$ cat src/hdl/eeb_pkg.sv
`default_nettype none
// ----------------------------------------------------------------------------
// eeb_pkg
// shared types and constants for the extended euclid bezout block
// ----------------------------------------------------------------------------
package eeb_pkg;

	localparam int QDEPTH = 2;
	localparam int QPW    = $clog2(QDEPTH);

	typedef struct packed {
		logic b_zero;
		logic a_zero;
	} eeb_cls_t;

	typedef enum logic [1:0] {
		ST_IDLE,
		ST_DIV,
		ST_UPD,
		ST_FIN
	} eeb_state_t;

endpackage
`default_nettype wire

$ cat src/hdl/eeb_front.sv
`default_nettype none
// ----------------------------------------------------------------------------
// eeb_front
// accepts operand beats, flags zero operands and offers a job to the queue
// ----------------------------------------------------------------------------
module eeb_front #(
	parameter int DATA_WIDTH = 32
) (
	input  wire                    clk,
	input  wire                    arst_n,
	input  wire                    opnd_valid,
	output logic                   opnd_stall,
	input  wire [DATA_WIDTH-2:0]   operand_a,
	input  wire [DATA_WIDTH-2:0]   operand_b,
	output logic                   push_valid,
	input  wire                    push_stall,
	output logic [DATA_WIDTH-2:0]  push_a,
	output logic [DATA_WIDTH-2:0]  push_b,
	output eeb_pkg::eeb_cls_t      push_cls
);
	import eeb_pkg::*;

	localparam int OW = DATA_WIDTH - 1;

	logic          v_s1;
	logic [OW-1:0] a_s1;
	logic [OW-1:0] b_s1;
	eeb_cls_t      cls_s1;

	assign opnd_stall = v_s1 && push_stall;

	always_ff @(posedge clk or negedge arst_n) begin
		if (!arst_n) begin
			v_s1 <= 1'b0;
		end else if (!opnd_stall) begin
			v_s1 <= opnd_valid;
		end
	end

	always_ff @(posedge clk) begin
		if (!opnd_stall && opnd_valid) begin
			a_s1          <= operand_a;
			b_s1          <= operand_b;
			cls_s1.a_zero <= (operand_a == '0);
			cls_s1.b_zero <= (operand_b == '0);
		end
	end

	assign push_valid = v_s1;
	assign push_a     = a_s1;
	assign push_b     = b_s1;
	assign push_cls   = cls_s1;

endmodule
`default_nettype wire

$ cat src/hdl/eeb_queue.sv
`default_nettype none
// ----------------------------------------------------------------------------
// eeb_queue
// short job queue between the front and the back
// ----------------------------------------------------------------------------
module eeb_queue #(
	parameter int WIDTH = 64
) (
	input  wire              clk,
	input  wire              arst_n,
	input  wire              push_valid,
	output logic             push_stall,
	input  wire [WIDTH-1:0]  push_data,
	output logic             pop_valid,
	input  wire              pop_stall,
	output logic [WIDTH-1:0] pop_data
);
	import eeb_pkg::*;

	logic [WIDTH-1:0] mem_q [QDEPTH];
	logic [QPW-1:0]   wr_ptr_q;
	logic [QPW-1:0]   rd_ptr_q;
	logic [QPW:0]     cnt_q;
	logic             push;
	logic             pop;

	assign push_stall = (cnt_q == (QPW+1)'(QDEPTH));
	assign pop_valid  = (cnt_q != '0);
	assign push       = push_valid && !push_stall;
	assign pop        = pop_valid && !pop_stall;
	assign pop_data   = mem_q[rd_ptr_q];

	always_ff @(posedge clk) begin
		if (push) begin
			mem_q[wr_ptr_q] <= push_data;
		end
	end

	always_ff @(posedge clk or negedge arst_n) begin
		if (!arst_n) begin
			wr_ptr_q <= '0;
			rd_ptr_q <= '0;
			cnt_q    <= '0;
		end else begin
			if (push) begin
				wr_ptr_q <= wr_ptr_q + 1'b1;
			end
			if (pop) begin
				rd_ptr_q <= rd_ptr_q + 1'b1;
			end
			case ({push, pop})
				2'b10:   cnt_q <= cnt_q + 1'b1;
				2'b01:   cnt_q <= cnt_q - 1'b1;
				default: cnt_q <= cnt_q;
			endcase
		end
	end

endmodule
`default_nettype wire

$ cat src/hdl/eeb_back.sv
`default_nettype none
// ----------------------------------------------------------------------------
// eeb_back
// euclid engine: bit-serial division with shift-add coefficient products
// ----------------------------------------------------------------------------
module eeb_back #(
	parameter int DATA_WIDTH = 32
) (
	input  wire                    clk,
	input  wire                    arst_n,
	input  wire                    pop_valid,
	output logic                   pop_stall,
	input  wire [DATA_WIDTH-2:0]   job_a,
	input  wire [DATA_WIDTH-2:0]   job_b,
	input  eeb_pkg::eeb_cls_t      job_cls,
	output logic                   res_valid,
	input  wire                    res_stall,
	output logic [DATA_WIDTH-2:0]  gcd_value,
	output logic [DATA_WIDTH-1:0]  coeff_x,
	output logic [DATA_WIDTH-1:0]  coeff_y
);
	import eeb_pkg::*;

	localparam int OW = DATA_WIDTH - 1;
	localparam int DW = DATA_WIDTH;
	localparam int CW = $clog2(OW);

	eeb_state_t    state_q;
	eeb_state_t    state_d;
	logic          pop;
	logic          fin_load;
	logic          last_bit;

	logic [OW-1:0] r0_q;
	logic [OW-1:0] r1_q;
	logic [OW-1:0] rem_q;
	logic [OW-1:0] dvd_q;
	logic [DW-1:0] x0_q;
	logic [DW-1:0] x1_q;
	logic [DW-1:0] y0_q;
	logic [DW-1:0] y1_q;
	logic [DW-1:0] accx_q;
	logic [DW-1:0] accy_q;
	logic [CW-1:0] cnt_q;
	logic          res_valid_q;

	logic [OW:0]   trial;
	logic          ge;
	logic [OW:0]   diff;

	assign trial    = {rem_q, dvd_q[OW-1]};
	assign ge       = (trial >= {1'b0, r1_q});
	assign diff     = trial - {1'b0, r1_q};
	assign last_bit = (cnt_q == CW'(OW - 1));
	assign pop      = pop_valid && !pop_stall;

	// next state
	always_comb begin
		state_d = state_q;
		case (state_q)
			ST_IDLE: begin
				if (pop_valid) begin
					state_d = (job_cls.a_zero || job_cls.b_zero) ? ST_FIN : ST_DIV;
				end
			end
			ST_DIV: begin
				if (last_bit) begin
					state_d = ST_UPD;
				end
			end
			ST_UPD: begin
				state_d = (rem_q == '0) ? ST_FIN : ST_DIV;
			end
			ST_FIN: begin
				if (fin_load) begin
					state_d = ST_IDLE;
				end
			end
			default: state_d = ST_IDLE;
		endcase
	end

	// outputs
	always_comb begin
		pop_stall = 1'b1;
		fin_load  = 1'b0;
		case (state_q)
			ST_IDLE: pop_stall = 1'b0;
			ST_FIN:  fin_load  = !res_valid_q || !res_stall;
			default: begin
				pop_stall = 1'b1;
				fin_load  = 1'b0;
			end
		endcase
	end

	always_ff @(posedge clk or negedge arst_n) begin
		if (!arst_n) begin
			state_q     <= ST_IDLE;
			res_valid_q <= 1'b0;
		end else begin
			state_q <= state_d;
			if (fin_load) begin
				res_valid_q <= 1'b1;
			end else if (!res_stall) begin
				res_valid_q <= 1'b0;
			end
		end
	end

	always_ff @(posedge clk) begin
		case (state_q)
			ST_IDLE: begin
				if (pop) begin
					if (job_cls.b_zero) begin
						r0_q <= job_a;
						x0_q <= DW'(1);
						y0_q <= '0;
					end else if (job_cls.a_zero) begin
						r0_q <= job_b;
						x0_q <= '0;
						y0_q <= DW'(1);
					end else begin
						r0_q <= job_a;
						x0_q <= DW'(1);
						y0_q <= '0;
					end
					r1_q   <= job_b;
					x1_q   <= '0;
					y1_q   <= DW'(1);
					dvd_q  <= job_a;
					rem_q  <= '0;
					accx_q <= '0;
					accy_q <= '0;
					cnt_q  <= '0;
				end
			end
			ST_DIV: begin
				rem_q  <= ge ? diff[OW-1:0] : trial[OW-1:0];
				dvd_q  <= {dvd_q[OW-2:0], 1'b0};
				accx_q <= {accx_q[DW-2:0], 1'b0} + (ge ? x1_q : '0);
				accy_q <= {accy_q[DW-2:0], 1'b0} + (ge ? y1_q : '0);
				cnt_q  <= cnt_q + 1'b1;
			end
			ST_UPD: begin
				r0_q   <= r1_q;
				r1_q   <= rem_q;
				x0_q   <= x1_q;
				x1_q   <= x0_q - accx_q;
				y0_q   <= y1_q;
				y1_q   <= y0_q - accy_q;
				dvd_q  <= r1_q;
				rem_q  <= '0;
				accx_q <= '0;
				accy_q <= '0;
				cnt_q  <= '0;
			end
			ST_FIN: begin
				if (fin_load) begin
					gcd_value <= r0_q;
					coeff_x   <= x0_q;
					coeff_y   <= y0_q;
				end
			end
			default: begin
				cnt_q <= '0;
			end
		endcase
	end

	assign res_valid = res_valid_q;

endmodule
`default_nettype wire

$ cat src/hdl/extended_euclid_bezout.sv
`default_nettype none
// ----------------------------------------------------------------------------
// extended_euclid_bezout
// gcd and bezout coefficients of two non-negative operands
// ----------------------------------------------------------------------------
// One result beat per operand beat: gcd_value and signed coeff_x, coeff_y with
// operand_a*coeff_x + operand_b*coeff_y = gcd_value. A zero operand_b gives
// (operand_a, 1, 0); a zero operand_a with nonzero operand_b gives
// (operand_b, 0, 1). In each Euclid iteration the quotient comes out of a
// restoring divider one bit per cycle while the two coefficient products
// accumulate by shift and add, then an update state moves the remainders and
// coefficients on. An item takes at most about 46 iterations for the default
// width. A front stage and a two-entry queue keep taking operand beats while
// the engine works, and a finished result waits in an output register; the
// engine works on the next job but waits in its final state while that register is full.
// ----------------------------------------------------------------------------
module extended_euclid_bezout #(
	parameter int DATA_WIDTH = 32
) (
	input  wire                          clk,
	input  wire                          arst_n,
	input  wire                          opnd_valid,
	output logic                         opnd_stall,
	input  wire [DATA_WIDTH-2:0]         operand_a,
	input  wire [DATA_WIDTH-2:0]         operand_b,
	output logic                         res_valid,
	input  wire                          res_stall,
	output logic [DATA_WIDTH-2:0]        gcd_value,
	output logic signed [DATA_WIDTH-1:0] coeff_x,
	output logic signed [DATA_WIDTH-1:0] coeff_y
);
	import eeb_pkg::*;

	localparam int OW = DATA_WIDTH - 1;
	localparam int EW = 2 * OW + $bits(eeb_cls_t);

	logic          push_valid;
	logic          push_stall;
	logic [OW-1:0] push_a;
	logic [OW-1:0] push_b;
	eeb_cls_t      push_cls;
	logic          pop_valid;
	logic          pop_stall;
	logic [EW-1:0] pop_data;
	eeb_cls_t      job_cls;
	logic [OW-1:0] job_a;
	logic [OW-1:0] job_b;
	logic [DATA_WIDTH-1:0] cx;
	logic [DATA_WIDTH-1:0] cy;

	eeb_front #(.DATA_WIDTH(DATA_WIDTH)) u_front (
		.clk        (clk),
		.arst_n     (arst_n),
		.opnd_valid (opnd_valid),
		.opnd_stall (opnd_stall),
		.operand_a  (operand_a),
		.operand_b  (operand_b),
		.push_valid (push_valid),
		.push_stall (push_stall),
		.push_a     (push_a),
		.push_b     (push_b),
		.push_cls   (push_cls)
	);

	eeb_queue #(.WIDTH(EW)) u_queue (
		.clk        (clk),
		.arst_n     (arst_n),
		.push_valid (push_valid),
		.push_stall (push_stall),
		.push_data  ({push_cls, push_a, push_b}),
		.pop_valid  (pop_valid),
		.pop_stall  (pop_stall),
		.pop_data   (pop_data)
	);

	assign {job_cls, job_a, job_b} = pop_data;

	eeb_back #(.DATA_WIDTH(DATA_WIDTH)) u_back (
		.clk        (clk),
		.arst_n     (arst_n),
		.pop_valid  (pop_valid),
		.pop_stall  (pop_stall),
		.job_a      (job_a),
		.job_b      (job_b),
		.job_cls    (job_cls),
		.res_valid  (res_valid),
		.res_stall  (res_stall),
		.gcd_value  (gcd_value),
		.coeff_x    (cx),
		.coeff_y    (cy)
	);

	assign coeff_x = cx;
	assign coeff_y = cy;

	// accepted operand beat sits in the front stage next cycle
	a_front_load: assert property (@(posedge clk) disable iff (!arst_n)
		opnd_valid && !opnd_stall |=> push_valid)
		else $error("front stage lost an accepted beat");

	// engine takes one job at a time
	a_single_pop: assert property (@(posedge clk) disable iff (!arst_n)
		pop_valid && !pop_stall |=> pop_stall)
		else $error("engine popped while busy");

	// full queue is never empty
	a_full_nonempty: assert property (@(posedge clk) disable iff (!arst_n)
		push_stall |-> pop_valid)
		else $error("queue full flag without data");

	// a new result only follows engine work
	a_res_from_engine: assert property (@(posedge clk) disable iff (!arst_n)
		$rose(res_valid) |-> $past(pop_stall))
		else $error("result appeared without a job");

endmodule
`default_nettype wire

$ cat config.mk
export PLATFORM = sky130hd
export DESIGN_NAME = extended_euclid_bezout
export DESIGN_NICKNAME = d
export VERILOG_FILES = /design/src/hdl/eeb_pkg.sv /design/src/hdl/eeb_front.sv /design/src/hdl/eeb_queue.sv /design/src/hdl/eeb_back.sv /design/src/hdl/extended_euclid_bezout.sv
export SDC_FILE = /design/constraint.sdc
export NUM_CORES = 1
export LEC_CHECK = 0
export ABC_AREA = 0
export BUFFER_PORTS_ARGS = -buffer_cell sky130_fd_sc_hd__buf_2
export CAP_MARGIN = 10
export CORE_ASPECT_RATIO = 1.1
export CORE_MARGIN = 3
export CORE_UTILIZATION = 35
export DETAILED_ROUTE_END_ITERATION = 8
export GPL_TIMING_DRIVEN = 1
export HOLD_SLACK_MARGIN = 0.1
export SETUP_SLACK_MARGIN = 0.05
export SLEW_MARGIN = 20
export SYNTH_ARGS = -nofsm -noshare
export SYNTH_HDL_FRONTEND = slang
export SYNTH_SLANG_ARGS = --single-unit
$ cat constraint.sdc
create_clock -name clk -period 10.6 [get_ports clk]
set_input_delay 3.18 -clock clk [delete_from_list [all_inputs] [get_ports clk]]
set_output_delay 3.18 -clock clk [all_outputs]
set_load 0.005 [all_outputs]
==> summary.md <==
| Metric | Value |
|---|---|
| Max-slew headroom | `33.24%` |
| Mapped Avg Cell Area | `12.28 sq um` |
| Clock-pin transition on the worst setup and hold timing paths | `about 0.060 ns` |
| DR vias | `about 20000` |
| Total global routing overflow | `0` |
| Gr usage total | `between 10% and 20%` |
| Synth warn | `0` |
| H-tree lvl count | `3` |
| FF+latch area | `around 18000 sq um` |
| WL/cell | `roughly 19 um` |
| Multi-input combinational cell area | `12350 sq um` |
| Initial antenna violation count | `0` |
| Fillers | `roughly 8500` |
| Clk Latency, worst-skew pair | `around 0.6 ns` |
| Clock Path Buffers | `3` |
| Crit-path max FO | `68` |
| Post-cts resize count | `0` |
| Global-route wire length before repair | `roughly 120 mm` |
| Pre-antenna DRT Iters | `6` |
| Worst Tran Pin Value | `1.001 ns` |
| Worst r2r path cells | `20` |
| Fmax achieved | `between 150 and 200 MHz` |
| Status | `finished clean` |
| Synth area leaders | `edfxtp_1, ha_1, and2_1` |
| Final hold violation count | `0` |
| NumNets Final | `2964` |
| DP Area | `33760 sq um` |
| Post-Syn Instances | `2578` |
| Rows | `roughly 120` |
| Fraction of layout cells with a size suffix above 1 | `around 13%` |
| Setup WS pre-CTS | `approximately 4.6 ns` |
| Core box area | `89500 sq um` |
| Mapped Area | `approximately 32000 sq um` |
| Worst setup endpoint | `u_back.accx_q[31]` |
| IO Count | `roughly 160` |
| Design area | `about 36000 sq um` |
| Type of the most critical hold path | `register to register` |
| Final Setup Violations | `0` |
| Post-synth EDFFs | `around 610` |
| Data arrival, critical path | `about 6.4 ns` |
| PortBufs | `between 150 and 200` |
| Reg-to-reg setup timing slack | `4.58 ns` |
| Slew Viols, Final | `0` |
| Initial core utilization | `a little over a third` |
| Most common cell after layout, fill and taps aside | `edfxtp_1` |
| Postcts setup bufs | `0` |
| Critical path origin | `u_back.rem_q[4]` |
| Hold Startpoint | `u_back.r0_q[22]` |
| Yosys top cell area share | `slightly below 60%` |
| Worst EP required | `~11 ns` |
| Post-synthesis sequential area ratio | `58.33%` |
| Register bit total from synthesis | `616` |
| Worst clock skew | `0.01880 ns` |
| Met1 GRT Util | `20.91%` |
| Residual DRC | `0` |
| Fin crit period | `6.016 ns` |
| Setup TNS | `0 ns` |
| Clock sink total | `around 600` |
| Most used routing layer | `met2` |
| Setup ws final | `approximately 4.6 ns` |
| Wirelength, routed | `74.31 mm` |
| Die Width | `292.7 um` |
| Syn-to-layout area delta | `13.64%` |
| CP startpoint kind | `register` |
| Most frequent cells in the layout | `edfxtp_1, nor2_1, nand2_1, buf_2, ha_1` |
| CTS tree | `built` |
| M2 GR Usage | `a little over a quarter` |
| Ys flop type | `edfxtp_1` |
| Post-cts hold buffer count | `0` |
| Worst r2r src | `u_back.rem_q[4]` |
| Number of max-cap violations | `0` |
| Share of the clock period used by the worst path | `~57%` |
| WHS | `between 0.4 and 0.5 ns` |
| Die Ht | `roughly 320 um` |
| RSZ-0062 raised after global routing | `false` |
| Reg2reg end | `u_back.accx_q[31]` |
| Final Wtd Congestion | `0.8798` |
| CP Capture Type | `register` |
| Inserted Clock Buffers | `between 60 and 70` |
| Met3 Use GR | `under 10%` |
| Largest net degree at the start of global routing | `94` |
| Clk root buf | `clkbuf_16` |
| Number of global-route vias before repair | `~20000` |
| ANT cells | `0` |
| DR vias/cell | `5.159` |
| Syn Nets | `approximately 2800` |
| Antenna-violating nets left | `0` |
| Die area | `~94000 sq um` |
| Asr flop ratio synth | `under 10%` |
| Yosys cell types | `between 80 and 90` |
| Setup CP Type | `register to register` |
| DRT iter0 DRCs | `roughly 1700` |
| Synth area leader | `edfxtp_1` |
| DP HPWL | `51.25 mm` |
registers in the layout, summed over array words and instances (netlist names), 5 cells and up:
register	flops
u_back.rem_q	31
u_front.push_a	31
u_back.dvd_q	31
u_back.y0_q	32
u_back.r1_q	31
u_back.x1_q	32
u_back.x0_q	32
u_back.coeff_x	32
u_back.accx_q	32
u_back.gcd_value	31
u_queue.mem_q	128
u_back.r0_q	31
u_back.accy_q	32
u_back.coeff_y	32
u_front.push_b	31
u_back.cnt_q	5
u_back.y1_q	32
cells in the mapped netlist (7+ instances only):
cell / n
a2111oi_0: 8
a211oi_1: 53
a21o_1: 82
a21oi_1: 153
a22oi_1: 30
a31oi_1: 12
and2_1: 145
and3_1: 17
buf_1: 9
clkbuf_1: 81
dfrtp_1: 8
edfxtp_1: 608
ha_1: 161
inv_1: 138
mux2i_1: 59
mux4_2: 31
nand2_1: 162
nand2b_1: 26
nand3_1: 33
nand4_1: 20
nor2_1: 185
nor2b_1: 53
nor3_1: 23
nor3b_1: 10
nor4_1: 26
o211ai_1: 7
o21a_1: 22
o21ai_0: 127
o21ai_1: 11
o21bai_1: 25
o22ai_1: 11
o31a_1: 8
o31ai_1: 10
or3_1: 10
xnor2_1: 71
xor2_1: 45
cells by family (layout without fill, tap and decap cells):
| family | count (synthesis) | count (layout) | synth area share, % |
|---|---|---|---|
| compound gates | 617 | 617 | 12.85 |
| xor+xnor | 118 | 118 | 3.353 |
| fa+ha+maj | 166 | 166 | 6.682 |
| buf+inv | 239 | 442 | 2.942 |
| flops | 616 | 616 | 58.33 |
| mux | 93 | 93 | 4.179 |
| simple gates | 729 | 729 | 11.67 |
layer usage:
metal,vias up,wire (um)
li1,9961,-
met1,9846,33570
met2,482,35620
met3,96,3387
met4,0,1728
met5,-,0
worst min path at each step:
| stage | end | cells after the start |
|---|---|---|
| after floorplan | u_back.gcd_value[0] | 0 |
| after global placement | u_back.gcd_value[20] | 0 |
| after detailed placement | u_back.gcd_value[10] | 0 |
| after CTS | u_back.gcd_value[22] | 0 |
| after global routing | u_back.gcd_value[4] | 0 |
| final | u_back.gcd_value[22] | 0 |
metrics by stage:
stage	util [%]	instances
final	40.18	3951
after global routing	40.18	3951
after CTS	40.18	3951
after detailed placement	37.73	3831
after global placement	37.73	3831
after floorplan	-	2578
layout make-up:
cell class	instances	share of cell area (%)
repair buffers	183	2.693
multi-input cells	1723	34.33
flip-flops and latches	616	51.33
inverters	139	1.458
clock inverters	38	1.061
clock buffers	82	5.055
well taps	1170	4.071
worst max-delay path, cell delays in order (launching register included):
cell and delay (ns):
edfxtp_1 0.45, ha_1 0.37, a21o_1 0.19, or3_4 0.34, o22ai_4 0.28, a2111oi_4 0.14, nor4_4 0.40, nor3b_4 0.07
buf_4 0.31, and2_1 0.27, ha_1 0.22, fa_1 0.43, a211oi_1 0.31, o21ai_1 0.20, a2111oi_4 0.50, nor3_2 0.13
a2bb2oi_1 0.29, nand2b_1 0.11, a311oi_1 0.30, xnor3_1 0.24, and2_1 0.16
Power is not shown: default switching activity piles up to over one toggle a cycle in this logic, so the estimate is an artifact.
